## config.mk

```make
export PLATFORM = sky130hd
export DESIGN_NAME = mcpipe_exec
export DESIGN_NICKNAME = d
export VERILOG_FILES = /design/src/rtl/mcpipe_pkg.sv /design/src/rtl/mcpipe_exec.sv
export SDC_FILE = /design/constraint.sdc
export NUM_CORES = 1
export LEC_CHECK = 0
export ABC_AREA = 1
export BUFFER_PORTS_ARGS = -buffer_cell sky130_fd_sc_hd__buf_4
export CAP_MARGIN = 20
export CORE_AREA = 2 2 39 41
export DETAILED_ROUTE_END_ITERATION = 8
export DIE_AREA = 0 0 41 43
export SLEW_MARGIN = 20
export SYNTH_ARGS = -nofsm -noshare
export SYNTH_HDL_FRONTEND = slang
export SYNTH_SLANG_ARGS = --single-unit
export TNS_END_PERCENT = 50
```

## constraint.sdc

```tcl
create_clock -name vclk -period 1.8
set_input_delay 0.36 -clock vclk [all_inputs]
set_output_delay 0.36 -clock vclk [all_outputs]
set_load 0.03 [all_outputs]
```

## src/rtl/mcpipe_pkg.sv

```systemverilog
`default_nettype none
// ----------------------------------------------------------------------------
// mcpipe_pkg
// Shared types and codes for the multi-channel byte pipe table: beat layouts
// of the request and response channels, operation and status codes, and the
// control bundles passed between the top level and the operation decoder.
// ----------------------------------------------------------------------------
package mcpipe_pkg;

    // Width of the per-pipe reader and writer reference counts.
    localparam int REF_W = 8;
    localparam logic [REF_W-1:0] REF_MAX = '1;

    typedef enum logic [2:0] {
        OP_ALLOC = 3'd0,
        OP_WRITE = 3'd1,
        OP_READ  = 3'd2,
        OP_REF   = 3'd3,
        OP_CLOSE = 3'd4
    } opcode_t;

    typedef enum logic [2:0] {
        ST_OK     = 3'd0,
        ST_BAD    = 3'd1,
        ST_BLOCK  = 3'd2,
        ST_EOF    = 3'd3,
        ST_EPIPE  = 3'd4,
        ST_NOFREE = 3'd5
    } status_t;

    // One request beat.
    typedef struct packed {
        logic [2:0] opcode;
        logic [2:0] pipe_index;
        logic       write_end;
        logic [7:0] data_in;
        logic       last_byte;
    } req_beat_t;

    // One response beat.
    typedef struct packed {
        logic [2:0] status;
        logic [7:0] data_out;
        logic [2:0] new_pipe;
        logic       readable;
        logic       writable;
        logic       last_flag;
    } rsp_beat_t;

    // Condensed view of the addressed pipe's descriptor.
    typedef struct packed {
        logic live;
        logic rref_zero;
        logic wref_zero;
        logic rref_max;
        logic wref_max;
        logic empty;
        logic full;
    } pipe_view_t;

    // Decision taken for one operation.
    typedef struct packed {
        status_t status;
        logic    alloc;
        logic    ring_wr;
        logic    ring_rd;
        logic    ref_inc;
        logic    ref_dec;
        logic    ref_writer;
    } exec_ctrl_t;

endpackage
`default_nettype wire

```

## src/rtl/mcpipe_exec.sv

```systemverilog
`default_nettype none
// ----------------------------------------------------------------------------
// mcpipe_exec
// Operation decoder: finds the lowest free pipe and decides, from the
// addressed pipe's descriptor view, the status and which updates to apply.
// ----------------------------------------------------------------------------
module mcpipe_exec
    import mcpipe_pkg::*;
#(
    parameter int PIPE_COUNT = 8,
    localparam int PIPE_W = (PIPE_COUNT > 1) ? $clog2(PIPE_COUNT) : 1
) (
    input  wire logic [2:0]            opcode,
    input  wire logic                  write_end,
    input  wire pipe_view_t            view,
    input  wire logic [PIPE_COUNT-1:0] live,
    output exec_ctrl_t                 ctrl,
    output logic [PIPE_W-1:0]          free_idx
);

    logic free_found;

    // Lowest-numbered pipe with no live references.
    always_comb
    begin
        free_found = 1'b0;
        free_idx   = '0;
        for (int i = PIPE_COUNT - 1; i >= 0; i--)
        begin
            if (!live[i])
            begin
                free_found = 1'b1;
                free_idx   = PIPE_W'(i);
            end
        end
    end

    // Status and update decision per operation.
    always_comb
    begin
        ctrl            = '0;
        ctrl.status     = ST_OK;
        ctrl.ref_writer = write_end;
        unique case (opcode)
            OP_ALLOC:
            begin
                if (free_found)
                    ctrl.alloc = 1'b1;
                else
                    ctrl.status = ST_NOFREE;
            end
            OP_WRITE:
            begin
                if (!view.live || view.wref_zero)
                    ctrl.status = ST_BAD;
                else if (view.rref_zero)
                    ctrl.status = ST_EPIPE;
                else if (view.full)
                    ctrl.status = ST_BLOCK;
                else
                    ctrl.ring_wr = 1'b1;
            end
            OP_READ:
            begin
                if (!view.live || view.rref_zero)
                    ctrl.status = ST_BAD;
                else if (!view.empty)
                    ctrl.ring_rd = 1'b1;
                else if (view.wref_zero)
                    ctrl.status = ST_EOF;
                else
                    ctrl.status = ST_BLOCK;
            end
            OP_REF:
            begin
                if (!view.live)
                    ctrl.status = ST_BAD;
                else if (write_end ? !view.wref_max : !view.rref_max)
                    ctrl.ref_inc = 1'b1;
            end
            OP_CLOSE:
            begin
                if (!view.live)
                    ctrl.status = ST_BAD;
                else if (write_end ? !view.wref_zero : !view.rref_zero)
                    ctrl.ref_dec = 1'b1;
            end
            default:
                ctrl.status = ST_BAD;
        endcase
    end

endmodule
`default_nettype wire

```

==> results of run 1 <==
cell type report:
class	instances	area [um2]
tap	16	20.02
timing repair buffer	31	232.7
multi-input combinational	44	244.0
inverter	7	26.28
fill	166	860.8
cells by family (layout without fill, tap and decap cells):
kind of cell | count (synthesis) | count (layout) | share of synthesized area (%)
multiplexers | 1 | 1 | 4.147
AO/OA/AOI/OAI | 9 | 9 | 21.66
AND/OR/NAND/NOR | 34 | 34 | 61.75
buffers and inverters | 8 | 38 | 12.44
synthesized netlist by cell type, drive strengths merged:
master | n | area share (%)
o21ai | 2 | 3.7
nor3 | 5 | 13
a211oi | 1 | 2.8
buf | 1 | 2.8
nor4 | 1 | 2.3
a21oi | 3 | 5.5
nor2 | 7 | 12
o22ai | 1 | 4.6
a21boi | 1 | 2.8
nand2 | 14 | 20
mux2 | 1 | 4.1
a31oi | 1 | 2.3
nand3 | 7 | 15
inv | 7 | 9.7
critical path: cells and delay by family:
kind / cells / cell delay, ns
buffers and inverters: 2 / 0.32
and+or+nand+nor: 1 / 0.23
AOI/OAI and AO/OA: 1 / 0.23
how the worst max path moves through the flow:
stage	from	to	slack (ns)
3_3_place_gp	opcode[2]	ctrl[8]	0.32
2_1_floorplan	write_end	ctrl[2]	0.12
6_report	opcode[2]	ctrl[5]	0.29
5_1_grt	opcode[0]	ctrl[1]	0.22
4_1_cts	opcode[2]	ctrl[5]	0.28
3_5_place_dp	opcode[2]	ctrl[5]	0.29
layer usage:
layer / share of wire, % / track usage, % / vias up
met5: 0 / 0 / -
met3: 10 / 0.5236 / 0
met1: 42 / 12.03 / 177
met2: 48 / 19.38 / 19
met4: 0 / 0 / 0
li1: - / - / 236
per-stage QoR:
stage / std cells / cell area [um2] / hold slack [ns]
floorplan: 52 / 277.8 / 0.7885
global placement: 98 / 523.0 / 0.9687
detailed placement: 98 / 523.0 / 0.9697
CTS: 98 / 523.0 / 0.9699
global route: 98 / 523.0 / 0.9860
finish: 98 / 523.0 / 0.9686
power by group through the flow:
| stage | logic, mW | registers, mW | clock network (mW) |
|---|---|---|---|
| floorplan | 0.0564 | 0 | 0 |
| global placement | 0.117 | 0 | 0 |
| detailed placement | 0.117 | 0 | 0 |
| CTS | 0.118 | 0 | 0 |
| global route | 0.128 | 0 | 0 |
| finish | 0.116 | 0 | 0 |
==> metrics.txt, run 1 <==
Worst EP required 1.44 ns; Die Span X 41 um; Overall Global Routing Usage 10.09%; post-synthesis cell count 52; drt drc 0; register area 0 um2; drt pass-1 iters 3; largest net degree at the start of global routing 6; nets@finish 103; Max Clk Rate 662.8 MHz; first-pass GRT wire length 1.338 mm; Final Hold Viols 0; most frequent cells in the layout 31 x buf_4, 13 x nand2_1, 6 x nand3_1; syn nets 71; internal cell power 0.05391 mW; hold buffers post-CTS 0; status complete, no violations; max_cap viols 0; initial antenna violation count 0; total net switching power 0.06234 mW; die area 1763 um2; max incr delay on CP 0.23 ns; io pins 31; Power Density 222.3 nW/um2; post-route setup TNS 0 ns; initial core utilization 19.62%; GPL Wtd Cong 0.7118; RSZ-0062 raised after global routing false; hold crit path type input port to output port; Final WS setup 0.2912 ns; commonest non-fill, non-tap cell in the layout buf_4; clock share of power 0%; vias in the first global route 359; Mean Syn Cell Area 5.221 um2; crit-path most repeated cell buf_4; Worst Hold Endpoint ctrl[0]; period utilisation layout 83.82%; Seq/Total Area, Yosys 0%; CP max-delay cell nor3_1; DP Wirelength 790.5 um; final slew viol count 0; fraction of layout cells with a size suffix above 1 52.44%; Final Critical Period 1.509 ns; synthesized area 271.5 um2; Setup-failing EPs final 0; relative slew slack 85.71%; vias 432; CP startpoint kind input port; wire length per cell after detailed routing 8.776 um; 1st-iter DRT viols 5; Crit. End Element output port; setup bufs post-CTS 0; seq_cells 0; DRT Wirelength 860 um; dpl ws 0.2866 ns; vias per cell 4.408; Diodes inserted 0; Buffers on Ports 31; die height 43 um; total grt overflow 0; Max VDD drop 0.08795 mV; number of routed nets with antenna violations 0; # clk buffers 0; Area Overhead vs Synth 92.63%; Core Util, Final 37.79%; worst min-delay path startpoint write_end; CP max FO 4; CP arrival 1.15 ns; Flop pwr share 0%; synth warn 0; Switching Fraction 53.63%; Min-Delay Path Depth 2; CTS resizes 0; cell chain of the critical path buf_4 > nor3_1 > a21boi_0 > buf_4; Slew @ Worst Pin 0.2128 ns; Core Area 1384 um2; total power 0.1162 mW; leak pwr 0.2663 nW; Comb power frac 100.0%; count of cell types in the netlist 19; crit path kind input port to output port; Row Count 14
No activity file was read; power rests on OpenSTA's default activity.
==> run 2, diff against run 1 <==
==> constraint.sdc (replaced) <==
create_clock -name vclk -period 1.5
set_input_delay 0.3 -clock vclk [all_inputs]
set_output_delay 0.3 -clock vclk [all_outputs]
set_load 0.03 [all_outputs]
==> run 2 against run 1 <==
Compared with the run above:
- critical path depth rose by 1
- cell area rose by 0.96%
- sequential share of layout area stayed put
- first-iteration DRC count shrank 40%
- total power up 22%
- hold slack worse by 0.12 ns
- largest power group unchanged
==> metrics.txt, run 2 (synthesized netlist as in run 1, its figures left out) <==
1st-iter DRT viols 3; period utilisation layout 90.21%; Max Clk Rate 739.0 MHz; Die Span X 41 um; setup bufs post-CTS 0; total power 0.1420 mW; Placed Area 528.0 um2; hold crit path type input port to output port; Max VDD drop 0.09129 mV; max_cap viols 0; Slew @ Worst Pin 0.2259 ns; CP arrival 1.05 ns; commonest non-fill, non-tap cell in the layout buf_4; hold buffers post-CTS 0; Power Density 269.0 nW/um2; wire length per cell after detailed routing 9.255 um; Worst EP required 1.20 ns; number of routed nets with antenna violations 0; leak pwr 0.2669 nW; wl on met1 411 um; Row Count 14; io pins 31; drt drc 0; layout filler cell count 153; drt pass-1 iters 2; first-pass GRT wire length 1.400 mm; Setup-failing EPs final 0; initial antenna violation count 0; RSZ-0062 raised after global routing false; GPL Wtd Cong 0.7531; Buffers on Ports 31; most frequent cells in the layout 31 x buf_4, 13 x nand2_1, 6 x nand3_1; final slew viol count 0; total grt overflow 0; # clk buffers 0; uppermost layer routed met3; CP max FO 5; status complete, no violations; register area 0 um2; Overall Global Routing Usage 10.49%; Crit. End Element output port; seq_cells 0; die height 43 um; fraction of layout cells with a size suffix above 1 53.66%; crit path kind input port to output port; relative slew slack 84.86%; Diodes inserted 0; DRT Wirelength 907 um; DP Wirelength 826.3 um; CTS resizes 0; vias 447; multi-input combinational cell area 249.0 um2; nets@finish 103; CP startpoint kind input port; Final Hold Viols 0; vias in the first global route 385; initial core utilization 19.62%; vias per cell 4.561; Final Critical Period 1.353 ns; die area 1763 um2; met2 wire length 419 um; Area Overhead vs Synth 94.47%; Core Area 1384 um2; WL met3 76 um; largest net degree at the start of global routing 6; final instance area 528.0 um2
[run 2: cell count changes in the layout (fill, tap and decap cells not counted)]
cell	before	now
nor3_1	3	2
nor3_2	2	3
[run 2: final timing paths]
path / endpoint / startpoint / cells after the start
setup / recovery: ctrl[4] / view[5] / 5
hold / removal: ctrl[0] / write_end / 2
[run 2: per-layer routing]
metal | vias to the layer above | GRT usage, %
met4 | 0 | 0
met5 | - | 0
li1 | 241 | -
met1 | 192 | 16.14
met3 | 0 | 0
met2 | 14 | 16.88
[run 2: layout make-up]
cell class,count,area share [%]
Tap cell,16,3.791
Timing Repair Buffer,31,44.08
Inverter,7,4.976
Multi-Input combinational cell,44,47.16
[run 2: through the flow]
step	instances	setup TNS [ns]	utilization (%)	hold slack, ns	setup slack (ns)
finish	98	0	38.16	0.8480	0.1468
global route	98	0	38.16	0.8566	0.03804
CTS	98	0	38.16	0.8495	0.1380
detailed placement	98	0	38.16	0.8487	0.1426
global placement	98	0	38.16	0.8500	0.1356
floorplan	52	-0.1035	-	0.6685	-0.05342
[run 2: power breakdown]
group	leakage, nW	total (mW)	internal, mW	switching [mW]
combinational	0.267	0.142	0.0649	0.0771
sequential	0	0	0	0
clock	0	0	0	0
[run 2: critical path, cell delays in order]
cell,delay (ns)
buf_4,0.11
inv_1,0.11
nand2_1,0.11
nor4_2,0.22
buf_4,0.20
==> run 3, diff against run 2 <==
--- a/config.mk
+++ b/config.mk
@@ -5,7 +5,7 @@
 export SDC_FILE = /design/constraint.sdc
 export NUM_CORES = 1
 export LEC_CHECK = 0
-export ABC_AREA = 1
+export ABC_CLOCK_PERIOD_IN_PS = 1500
 export BUFFER_PORTS_ARGS = -buffer_cell sky130_fd_sc_hd__buf_4
 export CAP_MARGIN = 20
 export CORE_AREA = 2 2 39 41
==> run 3 against run 2 <==
Compared with the run above:
- synthesized cell count decreased by 15%
- the flow now finishes with violations (negative setup slack)
- core utilization grew 5.3 points
- clock-buffer cell count did not move
- largest power group unchanged
- largest cell class is now buffers
==> metrics.txt, run 3 <==
uppermost layer routed met3; vias per cell 4.684; vias in the first global route 457; hold slack 0.8525 ns; Die Span X 41 um; RSZ-0062 raised after global routing true; commonest non-fill, non-tap cell in the layout buf_4; leak pwr 0.3100 nW; DRT Wirelength 957 um; most frequent cells in the layout 32 x buf_4, 8 x nand2_1, 4 x buf_6; register area 0 um2; wl on met1 361 um; total grt overflow 0; Mean Syn Cell Area 5.972 um2; Row Count 14; CP startpoint kind input port; nets@finish 100; initial antenna violation count 0; cell chain of the critical path buf_8 > and2b_2 > a21oi_2 > or3_4 > buf_6; Crit path depth 5; total net switching power 0.07648 mW; Setup-failing EPs final 2; CP max FO 4; failing checks negative setup slack; Area Overhead vs Synth 129.0%; Final Critical Period 1.523 ns; internal cell power 0.08510 mW; CP arrival 1.22 ns; count of cell types in the netlist 26; Overall Global Routing Usage 13.09%; vias 445; GPL Wtd Cong 0.7323; share of the synthesized area in the top cell type 11.43%; met2 wire length 508 um; largest net degree at the start of global routing 7; Finished Layout Cells 95; WP buf/inv 2; period utilisation layout 101.5%; first-pass GRT wire length 1.725 mm; clock share of power 0%; Max VDD drop 0.1270 mV; setup bufs post-CTS 0; CP max-delay cell or3_4; dpl ws -0.06872 ns; most instantiated library cell after synthesis nand2_1; synth warn 0; Flop pwr share 0%; fraction of layout cells with a size suffix above 1 56.96%; syn nets 63; DP Wirelength 805.2 um; wire length per cell after detailed routing 10.07 um; area leader, netlist nand2_1; hold crit path type input port to output port; Post-synth top cells 8 x nand2_1, 3 x a21oi_1, 3 x inv_1, 3 x nor2_1; Crit. End Element output port; Final Hold Viols 0; status finished, violations left; io pins 31; die height 43 um; Seq/Total Area, Yosys 0%; # clk buffers 0; crit path kind input port to output port; synthesized area 262.8 um2; Critical Path Start opcode[2]; die area 1763 um2; placed insts 95; Diodes inserted 0; post-synthesis cell count 44; Area contributors post-synth nand2_1 11%, a21oi_1 5.7%, nand2b_4 5.2%; Core Area 1384 um2; Power Density 268.5 nW/um2; Final WS setup -0.02270 ns; number of routed nets with antenna violations 0; 1st-iter DRT viols 0; Worst EP required 1.20 ns; seq_cells 0; initial core utilization 18.99%; drt drc 0; Crit path max-delay family simple AND/OR/NAND/NOR gates; max incr delay on CP 0.36 ns; Slew @ Worst Pin 0.2158 ns; Switching Fraction 47.33%; Comb power frac 100.0%; Max Clk Rate 656.7 MHz; relative slew slack 85.56%; worst setup path end ctrl[6]; drt pass-1 iters 1; final slew viol count 0; hold buffers post-CTS 0; Buffers on Ports 31; max_cap viols 0; WL met3 87 um
-- run 3: cell families after synthesis --
kind of cell | share of synthesized area (%)
and+or+nand+nor | 61.43
AOI/OAI and AO/OA | 23.33
buffers and inverters | 11.43
muxes | 3.810
-- run 3: what timing repair did --
action / 4_1_cts / 5_1_grt
gates resized for setup: 7 / 5
pin swaps: 3 / 1
setup endpoints to repair: 2 / 2
-- run 3: layer usage --
metal  track usage [%]  up-vias
li1                  -      229
met1             16.77      195
met2             23.75       21
met3             1.047        0
met4                 0        0
met5                 0        -
-- run 3: area by class of cell --
type                            instances  area [um2]
Tap cell                               16       20.02
Fill cell                             157       782.0
Inverter                                3       11.26
Timing Repair Buffer                   37       300.3
Multi-Input combinational cell         39       270.3
-- run 3: stage by stage --
| step | cell area, um2 | power [mW] | TNS [ns] | utilization, % |
|---|---|---|---|---|
| finish | 601.8 | 0.1616 | -0.03365 | 43.49 |
| global route | 601.8 | 0.1759 | -0.09012 | 43.49 |
| CTS | 575.6 | 0.1541 | -0.02073 | 41.59 |
| detailed placement | 548.0 | 0.1459 | -0.1032 | 39.60 |
| global placement | 548.0 | 0.1447 | -0.09853 | 39.60 |
| floorplan | 269.0 | 0.06542 | -0.1796 | - |
-- run 3: worst min-delay path by stage --
stage	from	to	slack (ns)	cells past startpoint
5_1_grt	write_end	ctrl[0]	0.87	2
3_5_place_dp	write_end	ctrl[0]	0.85	2
2_1_floorplan	opcode[1]	ctrl[1]	0.67	1
4_1_cts	write_end	ctrl[0]	0.85	2
3_3_place_gp	write_end	ctrl[0]	0.85	2
6_report	write_end	ctrl[0]	0.85	2
-- run 3: power by group through the flow --
stage,clock (mW),combinational (mW),sequential (mW)
2_1_floorplan,0,0.0654,0
3_3_place_gp,0,0.145,0
3_5_place_dp,0,0.146,0
4_1_cts,0,0.154,0
5_1_grt,0,0.176,0
6_report,0,0.162,0
